<file path="config.mk">
export PLATFORM = sky130hd
export DESIGN_NAME = point_defect_rate_euler_step_core
export DESIGN_NICKNAME = d
export VERILOG_FILES = /design/src/hdl/pdre_pkg.sv /design/src/hdl/point_defect_rate_euler_step_core.sv /design/src/hdl/pdre_cfg.sv /design/src/hdl/pdre_mul.sv /design/src/hdl/pdre_seq.sv
export VERILOG_INCLUDE_DIRS = /design/src /design/src/hdl
export SDC_FILE = /design/constraint.sdc
export NUM_CORES = 2
export LEC_CHECK = 0
export BUFFER_PORTS_ARGS = -buffer_cell sky130_fd_sc_hd__buf_2
export CELL_PAD_IN_SITES_DETAIL_PLACEMENT = 2
export CELL_PAD_IN_SITES_GLOBAL_PLACEMENT = 2
export CORE_MARGIN = 2
export CORE_UTILIZATION = 42
export CTS_CLUSTER_DIAMETER = 40
export CTS_CLUSTER_SIZE = 40
export DETAILED_ROUTE_END_ITERATION = 8
export PLACE_DENSITY = 0.83
export SLEW_MARGIN = 20
export SYNTH_ARGS = -nofsm -noshare
export SYNTH_HDL_FRONTEND = slang
export SYNTH_HIERARCHICAL = 1
export SYNTH_SLANG_ARGS = --single-unit
</file>
<file path="constraint.sdc">
create_clock -name clk -period 14.5 [get_ports clk]
set_input_delay 2.175 -clock clk [delete_from_list [all_inputs] [get_ports clk]]
set_output_delay 2.175 -clock clk [all_outputs]
set_load 0.005 [all_outputs]
</file>
<file path="src/hdl/point_defect_rate_euler_step_core_macros.svh">
// assertion macros for the point defect rate euler step core
// used by pdre_mul and pdre_seq, expects clk and rst_n in scope
`ifndef POINT_DEFECT_RATE_EULER_STEP_CORE_MACROS_SVH
`define POINT_DEFECT_RATE_EULER_STEP_CORE_MACROS_SVH
`ifndef SYNTH
`define PDRE_ASSERT(lbl, prop, msg) \
  lbl: assert property (@(posedge clk) disable iff (!rst_n) (prop)) else $error(msg);
`define PDRE_ASSERT_NXT(lbl, ante, cons, msg) \
  lbl: assert property (@(posedge clk) disable iff (!rst_n) (ante) |=> (cons)) else $error(msg);
`else
`define PDRE_ASSERT(lbl, prop, msg)
`define PDRE_ASSERT_NXT(lbl, ante, cons, msg)
`endif
`endif

</file>
<file path="src/hdl/pdre_pkg.sv">
// shared types, register indexes and saturating add/subtract for the euler step core
// no dependencies
package pdre_pkg;

  localparam int CFG_IDX_W = 3;

  localparam logic [CFG_IDX_W-1:0] REG_GEN_I   = 3'd0;
  localparam logic [CFG_IDX_W-1:0] REG_GEN_V   = 3'd1;
  localparam logic [CFG_IDX_W-1:0] REG_RECOMB  = 3'd2;
  localparam logic [CFG_IDX_W-1:0] REG_LOSS_I  = 3'd3;
  localparam logic [CFG_IDX_W-1:0] REG_LOSS_V  = 3'd4;
  localparam logic [CFG_IDX_W-1:0] REG_TSTEP   = 3'd5;

  localparam logic signed [31:0] FX_MAX = 32'sh7FFF_FFFF;
  localparam logic signed [31:0] FX_MIN = 32'sh8000_0000;

  typedef enum logic [3:0] {
    S_IDLE,
    S_KCI,
    S_RCV,
    S_LI,
    S_LV,
    S_DTI,
    S_DTV,
    S_FIN,
    S_DONE
  } state_t;

  typedef struct packed {
    logic signed [31:0] gen_i;
    logic signed [31:0] gen_v;
    logic [30:0]        recomb;
    logic [30:0]        loss_i;
    logic [30:0]        loss_v;
    logic [30:0]        tstep;
  } cfg_t;

  typedef struct packed {
    logic               en;
    logic signed [31:0] a;
    logic signed [31:0] b;
  } mul_req_t;

  typedef struct packed {
    logic signed [31:0] res;
    logic               hit;
  } mul_rsp_t;

  typedef struct packed {
    logic signed [31:0] val;
    logic               hit;
  } sat_res_t;

  function automatic sat_res_t sat_addsub(input logic signed [31:0] a,
                                          input logic signed [31:0] b,
                                          input logic sub);
    logic [32:0] s;
    sat_res_t    r;
    if (sub) begin
      s = {a[31], a} - {b[31], b};
    end else begin
      s = {a[31], a} + {b[31], b};
    end
    r.hit = s[32] ^ s[31];
    if (r.hit) begin
      r.val = s[32] ? FX_MIN : FX_MAX;
    end else begin
      r.val = s[31:0];
    end
    return r;
  endfunction

endpackage

</file>
<file path="src/hdl/point_defect_rate_euler_step_core.sv">
// point defect rate equations, one forward euler step per item
// each step issues six products through one multiplier, in states S_KCI to S_DTV
// a new item is taken only once the previous step has finished, as all products share the single multiplier
// a finished result is held in an output register until taken; the next item may enter as the result moves into it
// reset (synchronous, active low): levels cleared, registers to their default rates
// depends on pdre_pkg, pdre_cfg, pdre_mul and pdre_seq
module point_defect_rate_euler_step_core #(
  parameter int FRAC_BITS = 16
) (
  input  logic                           clk,
  input  logic                           rst_n,
  input  logic                           cfg_wr_en,
  input  logic [pdre_pkg::CFG_IDX_W-1:0] cfg_index,
  input  logic [31:0]                    cfg_wdata,
  input  logic                           in_valid,
  output logic                           in_ready,
  input  logic                           in_restart,
  output logic                           out_valid,
  input  logic                           out_ready,
  output logic signed [31:0]             out_interstitial_conc,
  output logic signed [31:0]             out_vacancy_conc,
  output logic                           out_saturated
);
  import pdre_pkg::*;

  cfg_t     cfg;
  mul_req_t mreq;
  mul_rsp_t mrsp;

  pdre_cfg #(
    .FRAC_BITS (FRAC_BITS)
  ) u_cfg (
    .clk       (clk),
    .rst_n     (rst_n),
    .cfg_wr_en (cfg_wr_en),
    .cfg_index (cfg_index),
    .cfg_wdata (cfg_wdata),
    .cfg       (cfg)
  );

  pdre_mul #(
    .FRAC_BITS (FRAC_BITS)
  ) u_mul (
    .clk   (clk),
    .rst_n (rst_n),
    .req   (mreq),
    .rsp   (mrsp)
  );

  pdre_seq u_seq (
    .clk                   (clk),
    .rst_n                 (rst_n),
    .cfg                   (cfg),
    .in_valid              (in_valid),
    .in_ready              (in_ready),
    .in_restart            (in_restart),
    .out_valid             (out_valid),
    .out_ready             (out_ready),
    .out_interstitial_conc (out_interstitial_conc),
    .out_vacancy_conc      (out_vacancy_conc),
    .out_saturated         (out_saturated),
    .mreq                  (mreq),
    .mrsp                  (mrsp)
  );

endmodule

</file>
<file path="src/hdl/pdre_cfg.sv">
// configuration register file of the euler step core
// depends on pdre_pkg
module pdre_cfg #(
  parameter int FRAC_BITS = 16
) (
  input  logic                             clk,
  input  logic                             rst_n,
  input  logic                             cfg_wr_en,
  input  logic [pdre_pkg::CFG_IDX_W-1:0]   cfg_index,
  input  logic [31:0]                      cfg_wdata,
  output pdre_pkg::cfg_t                   cfg
);
  import pdre_pkg::*;

  localparam int GEN_RST    = ((1 << FRAC_BITS) + 5) / 10;
  localparam int RECOMB_RST = (1 << FRAC_BITS) / 2;
  localparam int TSTEP_RST  = ((1 << FRAC_BITS) + 50) / 100;

  cfg_t cfg_r, cfg_nxt;

  always_comb begin
    cfg_nxt = cfg_r;
    if (cfg_wr_en) begin
      case (cfg_index)
        REG_GEN_I:  cfg_nxt.gen_i  = cfg_wdata;
        REG_GEN_V:  cfg_nxt.gen_v  = cfg_wdata;
        REG_RECOMB: cfg_nxt.recomb = cfg_wdata[30:0];
        REG_LOSS_I: cfg_nxt.loss_i = cfg_wdata[30:0];
        REG_LOSS_V: cfg_nxt.loss_v = cfg_wdata[30:0];
        REG_TSTEP:  cfg_nxt.tstep  = cfg_wdata[30:0];
        default:    cfg_nxt = cfg_r;
      endcase
    end
  end

  always_ff @(posedge clk) begin
    if (!rst_n) begin
      cfg_r.gen_i  <= 32'(GEN_RST);
      cfg_r.gen_v  <= 32'(GEN_RST);
      cfg_r.recomb <= 31'(RECOMB_RST);
      cfg_r.loss_i <= '0;
      cfg_r.loss_v <= '0;
      cfg_r.tstep  <= 31'(TSTEP_RST);
    end else begin
      cfg_r <= cfg_nxt;
    end
  end

  assign cfg = cfg_r;

endmodule

</file>
<file path="src/hdl/pdre_mul.sv">
// shared fixed point multiplier: registered product, then floor shift and clamp
// depends on pdre_pkg and the macros header
module pdre_mul #(
  parameter int FRAC_BITS = 16
) (
  input  logic               clk,
  input  logic               rst_n,
  input  pdre_pkg::mul_req_t req,
  output pdre_pkg::mul_rsp_t rsp
);
  import pdre_pkg::*;
  `include "point_defect_rate_euler_step_core_macros.svh"

  localparam logic signed [63:0] WMAX = 64'sd2147483647;
  localparam logic signed [63:0] WMIN = -64'sd2147483648;

  logic signed [63:0] prod_r, prod_nxt;
  logic signed [63:0] shifted;
  logic               over_hi, over_lo;

  assign prod_nxt = req.en ? (64'(req.a) * 64'(req.b)) : prod_r;

  always_ff @(posedge clk) begin
    if (!rst_n) begin
      prod_r <= '0;
    end else begin
      prod_r <= prod_nxt;
    end
  end

  assign shifted = prod_r >>> FRAC_BITS;
  assign over_hi = shifted > WMAX;
  assign over_lo = shifted < WMIN;

  always_comb begin
    rsp.hit = over_hi | over_lo;
    if (over_hi) begin
      rsp.res = FX_MAX;
    end else if (over_lo) begin
      rsp.res = FX_MIN;
    end else begin
      rsp.res = shifted[31:0];
    end
  end

  `PDRE_ASSERT_NXT(a_mul_hold, !req.en, $stable(prod_r), "product changed without issue")
  `PDRE_ASSERT(a_mul_clamp, !(over_hi && over_lo), "product clamped both ways")
  `PDRE_ASSERT(a_mul_hit, rsp.hit || (64'(rsp.res) == shifted), "unclamped result mismatch")

endmodule

</file>
<file path="src/hdl/pdre_seq.sv">
// step sequencer: drives the shared multiplier, saturating sums, state and result register
// depends on pdre_pkg and the macros header
module pdre_seq (
  input  logic                clk,
  input  logic                rst_n,
  input  pdre_pkg::cfg_t      cfg,
  input  logic                in_valid,
  output logic                in_ready,
  input  logic                in_restart,
  output logic                out_valid,
  input  logic                out_ready,
  output logic signed [31:0]  out_interstitial_conc,
  output logic signed [31:0]  out_vacancy_conc,
  output logic                out_saturated,
  output pdre_pkg::mul_req_t  mreq,
  input  pdre_pkg::mul_rsp_t  mrsp
);
  import pdre_pkg::*;
  `include "point_defect_rate_euler_step_core_macros.svh"

  state_t             state_r, state_nxt;
  logic signed [31:0] ci_r, ci_nxt;
  logic signed [31:0] cv_r, cv_nxt;
  logic signed [31:0] recomb_r, recomb_nxt;
  logic signed [31:0] rate_i_r, rate_i_nxt;
  logic signed [31:0] rate_v_r, rate_v_nxt;
  logic               sat_r, sat_nxt;
  logic               out_valid_r, out_valid_nxt;
  logic signed [31:0] out_ic_r, out_ic_nxt;
  logic signed [31:0] out_vc_r, out_vc_nxt;
  logic               out_sat_r, out_sat_nxt;
  logic               slot_free;
  logic               accept;
  sat_res_t           s1, s2;

  assign slot_free = !out_valid_r || out_ready;
  assign in_ready  = (state_r == S_IDLE) || ((state_r == S_DONE) && slot_free);
  assign accept    = in_valid && in_ready;

  // first difference of each rate, and the final state sums
  always_comb begin
    case (state_r)
      S_LV:    s1 = sat_addsub(cfg.gen_i, recomb_r, 1'b1);
      S_DTI:   s1 = sat_addsub(cfg.gen_v, recomb_r, 1'b1);
      S_DTV:   s1 = sat_addsub(ci_r, mrsp.res, 1'b0);
      S_FIN:   s1 = sat_addsub(cv_r, mrsp.res, 1'b0);
      default: s1 = '0;
    endcase
  end

  assign s2 = sat_addsub(s1.val, mrsp.res, 1'b1);

  always_comb begin
    state_nxt     = state_r;
    ci_nxt        = ci_r;
    cv_nxt        = cv_r;
    recomb_nxt    = recomb_r;
    rate_i_nxt    = rate_i_r;
    rate_v_nxt    = rate_v_r;
    sat_nxt       = sat_r;
    out_valid_nxt = out_valid_r && !out_ready;
    out_ic_nxt    = out_ic_r;
    out_vc_nxt    = out_vc_r;
    out_sat_nxt   = out_sat_r;
    mreq.en       = 1'b0;
    mreq.a        = '0;
    mreq.b        = '0;

    case (state_r)
      S_IDLE: begin
      end
      S_KCI: begin
        mreq = '{en: 1'b1, a: {1'b0, cfg.recomb}, b: ci_r};
        state_nxt = S_RCV;
      end
      S_RCV: begin
        mreq = '{en: 1'b1, a: mrsp.res, b: cv_r};
        sat_nxt = sat_r | mrsp.hit;
        state_nxt = S_LI;
      end
      S_LI: begin
        mreq = '{en: 1'b1, a: {1'b0, cfg.loss_i}, b: ci_r};
        recomb_nxt = mrsp.res;
        sat_nxt = sat_r | mrsp.hit;
        state_nxt = S_LV;
      end
      S_LV: begin
        mreq = '{en: 1'b1, a: {1'b0, cfg.loss_v}, b: cv_r};
        rate_i_nxt = s2.val;
        sat_nxt = sat_r | mrsp.hit | s1.hit | s2.hit;
        state_nxt = S_DTI;
      end
      S_DTI: begin
        mreq = '{en: 1'b1, a: rate_i_r, b: {1'b0, cfg.tstep}};
        rate_v_nxt = s2.val;
        sat_nxt = sat_r | mrsp.hit | s1.hit | s2.hit;
        state_nxt = S_DTV;
      end
      S_DTV: begin
        mreq = '{en: 1'b1, a: rate_v_r, b: {1'b0, cfg.tstep}};
        ci_nxt = s1.val;
        sat_nxt = sat_r | mrsp.hit | s1.hit;
        state_nxt = S_FIN;
      end
      S_FIN: begin
        cv_nxt = s1.val;
        sat_nxt = sat_r | mrsp.hit | s1.hit;
        state_nxt = S_DONE;
      end
      S_DONE: begin
        if (slot_free) begin
          out_valid_nxt = 1'b1;
          out_ic_nxt    = ci_r;
          out_vc_nxt    = cv_r;
          out_sat_nxt   = sat_r;
          state_nxt     = S_IDLE;
        end
      end
      default: begin
        state_nxt = S_IDLE;
      end
    endcase

    // new item: optional restart, then the first product
    if (accept) begin
      if (in_restart) begin
        ci_nxt = '0;
        cv_nxt = '0;
      end
      sat_nxt   = 1'b0;
      state_nxt = S_KCI;
    end
  end

  always_ff @(posedge clk) begin
    if (!rst_n) begin
      state_r     <= S_IDLE;
      out_valid_r <= 1'b0;
      ci_r        <= '0;
      cv_r        <= '0;
      sat_r       <= 1'b0;
    end else begin
      state_r     <= state_nxt;
      out_valid_r <= out_valid_nxt;
      ci_r        <= ci_nxt;
      cv_r        <= cv_nxt;
      sat_r       <= sat_nxt;
    end
  end

  always_ff @(posedge clk) begin
    recomb_r  <= recomb_nxt;
    rate_i_r  <= rate_i_nxt;
    rate_v_r  <= rate_v_nxt;
    out_ic_r  <= out_ic_nxt;
    out_vc_r  <= out_vc_nxt;
    out_sat_r <= out_sat_nxt;
  end

  assign out_valid             = out_valid_r;
  assign out_interstitial_conc = out_ic_r;
  assign out_vacancy_conc      = out_vc_r;
  assign out_saturated         = out_sat_r;

  `PDRE_ASSERT_NXT(a_seq_start, accept, state_r == S_KCI, "accepted item did not start")
  `PDRE_ASSERT(a_seq_busy, (state_r == S_IDLE) || (state_r == S_DONE) || !in_ready, "ready mid step")
  `PDRE_ASSERT_NXT(a_seq_done, (state_r == S_DONE) && slot_free, out_valid_r && (out_ic_r == $past(ci_r)), "finished step not presented")
  `PDRE_ASSERT_NXT(a_seq_restart, accept && in_restart && !$past(accept), state_r == S_KCI && ci_r == 32'sd0 && cv_r == 32'sd0, "restart did not clear levels")

endmodule

</file>
After elaboration in Yosys (flattened, before gate mapping)
Cells that the tools add are included.
Widths: inputs -> output; s select.
{"block": "totals", "in_bits": 41, "register_bits": 483, "mem_count": 0, "mem_bits_ro": 0, "mem_bits_rw": 0, "latch_bits": 0}
{"block": "op_classes", "n_shift": 0, "eq_ne": 16, "magnitude_cmp": 2, "bitwise_logic": 11, "n_addsub": 5, "reduce_logical": 23, "muxes": 30, "n_mul": 1, "div": 0}
{"cell": "$mux 32", "n": 18}
{"cell": "$pmux 65 s6", "n": 1}
{"cell": "$mux 33", "n": 4}
{"cell": "$pmux 33 s4", "n": 1}
{"cell": "$sub 32x32->33", "n": 3}
{"cell": "$add 32x32->33", "n": 2}
{"cell": "$mul 32x32->64", "n": 1}
{"cell": "$gt 48x32->1 const B", "n": 1}
{"cell": "$lt 48x32->1 const B", "n": 1}
{"cell": "$pmux 4 s9", "n": 1}
{"cell": "$reduce_and 2->1", "n": 9}
{"cell": "$eq 4x3->1 const B", "n": 4}
{"cell": "$eq 4x2->1 const B", "n": 2}
{"cell": "$reduce_or 2->1", "n": 4}
{"cell": "$eq 3x2->1 const B", "n": 2}
{"cell": "$eq 3x3->1 const B", "n": 2}
{"cell": "$xor 1x1->1", "n": 5}
{"cell": "$eq 4x1->1 const B", "n": 1}
{"cell": "$eq 4x4->1 const B", "n": 1}
{"cell": "$logic_not 4->1", "n": 1}
{"cell": "$mux 4", "n": 1}
{"cell": "$ne 2x1->1 const B", "n": 2}
{"cell": "$or 1x1->1", "n": 4}
{"cell": "$eq 3x1->1 const B", "n": 1}
{"cell": "other kinds (9)", "n": 16}

Longest topological paths before layout
{"block": "logic_depth", "ltp_word": 12, "ltp_mapped": 38, "ltp_nobuf": 34}

By module
Netlist, hierarchy kept.
{"module": "pdre_mul", "instances": 1, "seq_area_each_um2": 960.9, "cells_each": 4093, "area_each_um2": 37816.3}
{"module": "pdre_seq", "instances": 1, "seq_area_each_um2": 6236.0, "cells_each": 2223, "area_each_um2": 19093.3}
{"module": "pdre_cfg", "instances": 1, "seq_area_each_um2": 3763.6, "cells_each": 667, "area_each_um2": 6976.7}

Least setup slack after synthesis
OpenSTA, ideal clock, no wires.
{"block": "synth_path", "kind": "register to register", "startpoint": "reg u_seq.state_r[2]", "endpoint": "reg u_mul.prod_r[62]", "period_less_slack_ns": 10.026, "path_slack_ns": 4.474, "n_path_buf": 4, "stages_incl_launch_ff": 36, "required_time_ns": 14.377, "arrival_ns": 9.904, "cell_sequence": "dfxtp_1 > clkbuf_1 > nor3b_1 > nand2_1 > inv_1 > or2_2 > clkbuf_1 > clkbuf_1 > a222oi_1 > inv_1 > clkbuf_1 > nand2_1 > inv_1 > fa_1 > fa_1 > fa_1 > fa_1 > inv_1 > fa_1 > inv_1 > fa_1 > inv_1 > fa_1 > inv_1 > fa_1 > ha_1 > a21o_1 > a21oi_1 > nor2_1 > a211o_1 > a311oi_1 > o21ai_0 > a221oi_1 > o41ai_2 > xnor2_1 > o21ai_1"}
{"item": "from (decl)", "line_no": "pdre_seq.sv:21", "source": "state_t state_r, state_nxt;"}
{"item": "from (signal assigned)", "line_no": "pdre_seq.sv:143", "source": "state_r <= state_nxt;"}
{"item": "to (signal assigned)", "line_no": "pdre_mul.sv:27", "source": "prod_r <= prod_nxt;"}
{"item": "to (decl)", "line_no": "pdre_mul.sv:17", "source": "logic signed [63:0] prod_r, prod_nxt;"}

==> results.sh <==
export IMPL_status="complete, but fails checks"
export IMPL_violations="DRC"
export IMPL_grt_overflow=0
export IMPL_worst_path_max_delay_cell="fa_1"
export IMPL_fin_crit_sh_pct=83.9
export IMPL_grt_pass1_wl_um=419000
export IMPL_max_freq_mhz=82.2
export IMPL_internal_power_uw=2870
export IMPL_wl_per_cell_um=31.1
export IMPL_cts_resized=0
export IMPL_pwr_share_comb_pct=19.8
export IMPL_ioPinCount=108
export IMPL_total_power_uw=4320
export IMPL_path_buf_inv=9
export IMPL_drtPass1Iterations=9
export IMPL_yosysWarnings=6
export IMPL_htreeDepth=3
export IMPL_cts_buffer_depth=3
export IMPL_post_cts_buffers=0
export IMPL_cp_top_family="adder cells"
export IMPL_cts_sinks=467
export IMPL_postSynth_asyncResetShare_pct=0
export IMPL_path_max_fanout=23
export IMPL_gr_usage_all_layers_pct=36.2
export IMPL_synthTopCellsByArea="fa_1, dfxtp_1, edfxtp_1"
export IMPL_final_net_count=8384
export IMPL_switchingPower_uw=1450
export IMPL_die_height_um=394
export IMPL_hpwl_um=212000
export IMPL_final_common_cell="inv_1"
export IMPL_hold_viol_final=0
export IMPL_slew_headroom_pct=20.8
export IMPL_cp_required_ns=15.00
export IMPL_drv_slew=0
export IMPL_yosys_area_top_type_share_pct=34.0
export IMPL_synth_largest_area_cell="fa_1"
export IMPL_cts_buffers=85
export IMPL_p_seq_share_pct=32.7
export IMPL_cts_root_buf="clkbuf_16"
export IMPL_ys_seq_area_share_pct=17.2
export IMPL_rsz0062_at_grt="no"
export IMPL_synth_main_ff_cell="dfxtp_1"
export IMPL_syn_nets=8450
export IMPL_ys_ff_latch=467
export IMPL_synth_edf_count=161
export IMPL_crit_path_start_kind="flip-flop"
export IMPL_rows=143
export IMPL_netlist_area_mm2=0.0639
export IMPL_finish_utilization_pct=45.9
export IMPL_syn_avg_cell_area_um2=9.15
export IMPL_fill_cells=16141
export IMPL_die_w_um=394
export IMPL_grt_pass1_vias=63915
export IMPL_vias=53689
export IMPL_cts_hold_fix_buffers=0
export IMPL_maxCapViolCount=0
export IMPL_routed_via_density=5.95
export IMPL_portBuffers=107
export IMPL_insertion_delay_ns=0.66
export IMPL_syn_inst=6983
export IMPL_area_growth_pct=8.79
export IMPL_mostFrequentLayoutCells="inv_1, fa_1, nand2_1"
export IMPL_vdd_drop_max_v=0.0000915
export IMPL_wl_um=281000
export IMPL_antenna_found_initial=23
export IMPL_start_util_pct=42.2
export IMPL_grt_max_degree=106
export IMPL_worstMarginPinSlew_ns=1.19
export IMPL_skew_ns=0.0300
export IMPL_swShare_pct=33.5
export IMPL_cts_tree="yes"
export IMPL_layout_drive_gt1_share_pct=6.63
export IMPL_whs_ns=0.463
export IMPL_endpoint_kind="flip-flop"
export IMPL_core_area_mm2=0.152
export IMPL_ant_nets=0
export IMPL_p_per_area_mw_per_mm2=62.2
export IMPL_path_clk_slew_ns=0.05
export IMPL_max_stage_delay_ns=0.93
export IMPL_drtIter0Drc=4043
export IMPL_drcViolationCount=1
export IMPL_setup_viol=0
export IMPL_min_path_type="flip-flop to flip-flop"
export IMPL_gp_congestion=0.934
export IMPL_fin_setup_tns_ns=0
export IMPL_netlist_cell_type_count=98
export IMPL_p_leak_uw=0.0339
export IMPL_crit_type="flip-flop to flip-flop"
export IMPL_layout_min_cycle_time_ns=12.17
export IMPL_p_clk_share_pct=47.6
export IMPL_die_area_mm2=0.155
export IMPL_arrival_ns=12.68
==> synthesized netlist by cell type, drive strengths merged (83+ instances only) <==
library cell	n
nor2	182
clkbuf	322
xnor2	113
a21oi	293
xor2	83
nand2	1021
inv	1163
o21ai	208
dfxtp	306
mux2i	247
and2	522
ha	340
fa	1086
edfxtp	161
a21o	112
==> power groups by stage <==
stage / sequential (µW) / clock (µW) / combinational (µW)
after floorplan: 1430 / 0 / 466
after CTS: 1410 / 2080 / 821
after global placement: 1440 / 0 / 766
final: 1410 / 2060 / 854
after detailed placement: 1440 / 0 / 799
after global routing: 1410 / 2130 / 880
==> stage by stage <==
stage               setup slack (ns)  cell area, µm²  std cells
floorplan                       4.47           63900       6983
global placement                3.24           66600       8860
detailed placement              2.62           66600       8860
CTS                             2.54           69500       9018
global route                    2.03           69500       9018
finish                          2.33           69500       9023
==> sequential cells by signal, summed over array words and instances, names as in the netlist <==
| signal | cells |
|---|---|
| u_seq/cv_r | 32 |
| u_seq/state_r | 4 |
| u_seq/out_vacancy_conc | 32 |
| u_seq/rate_v_r | 32 |
| u_seq/ci_r | 32 |
| u_seq/sat_r | 1 |
| u_seq/recomb_r | 32 |
| u_seq/out_interstitial_conc | 32 |
| u_seq/out_saturated | 1 |
| u_seq/out_valid | 1 |
| u_mul/prod_r | 48 |
| u_cfg/cfg | 188 |
| u_seq/rate_i_r | 32 |
==> final timing paths <==
path,start,to,slack [ns],cells past startpoint
worst max-delay path,u_seq/state_r[0],u_mul/prod_r[62],2.33,32
worst min-delay path,u_cfg/cfg[180],u_cfg/cfg[180],0.46,2
worst max register to register,u_seq/state_r[0],u_mul/prod_r[62],2.33,32
worst min register to register,u_cfg/cfg[180],u_cfg/cfg[180],0.46,2
==> final cells by class <==
class / instances / area [µm²] / share of cell area, %
Inverter: 1164 / 4370 / 6.29
Antenna cell: 5 / 12.5 / 0.0180
Sequential cell: 467 / 11000 / 15.8
Clock inverter: 61 / 631 / 0.907
Multi-Input combinational cell: 4981 / 47400 / 68.1
Timing Repair Buffer: 218 / 1380 / 1.98
Clock buffer: 97 / 2260 / 3.25
Tap cell: 2030 / 2540 / 3.65
==> routing by layer <==
layer / vias to the layer above / track usage, % / share of wire (%)
li1: 22086 / - / -
met1: 28532 / 42.6 / 38
met2: 2183 / 62.5 / 49
met3: 880 / 5.20 / 5.7
met4: 8 / 21.9 / 7.1
met5: - / 0 / 0.020
==> tightest hold or removal path, stage by stage, from the launching register on <==
cell     delay, ns
dfxtp_1       0.31
nand2_1       0.05
mux2i_1       0.05
==> logic make-up after synthesis <==
| kind of cell | synth area share (%) |
|---|---|
| simple gates | 15.8 |
| compound gates | 10.5 |
| mux | 3.88 |
| xor+xnor | 2.70 |
| flops | 17.2 |
| fa+ha+maj | 40.8 |
| buf+inv | 9.19 |
Power figures use the tool's default switching activity.
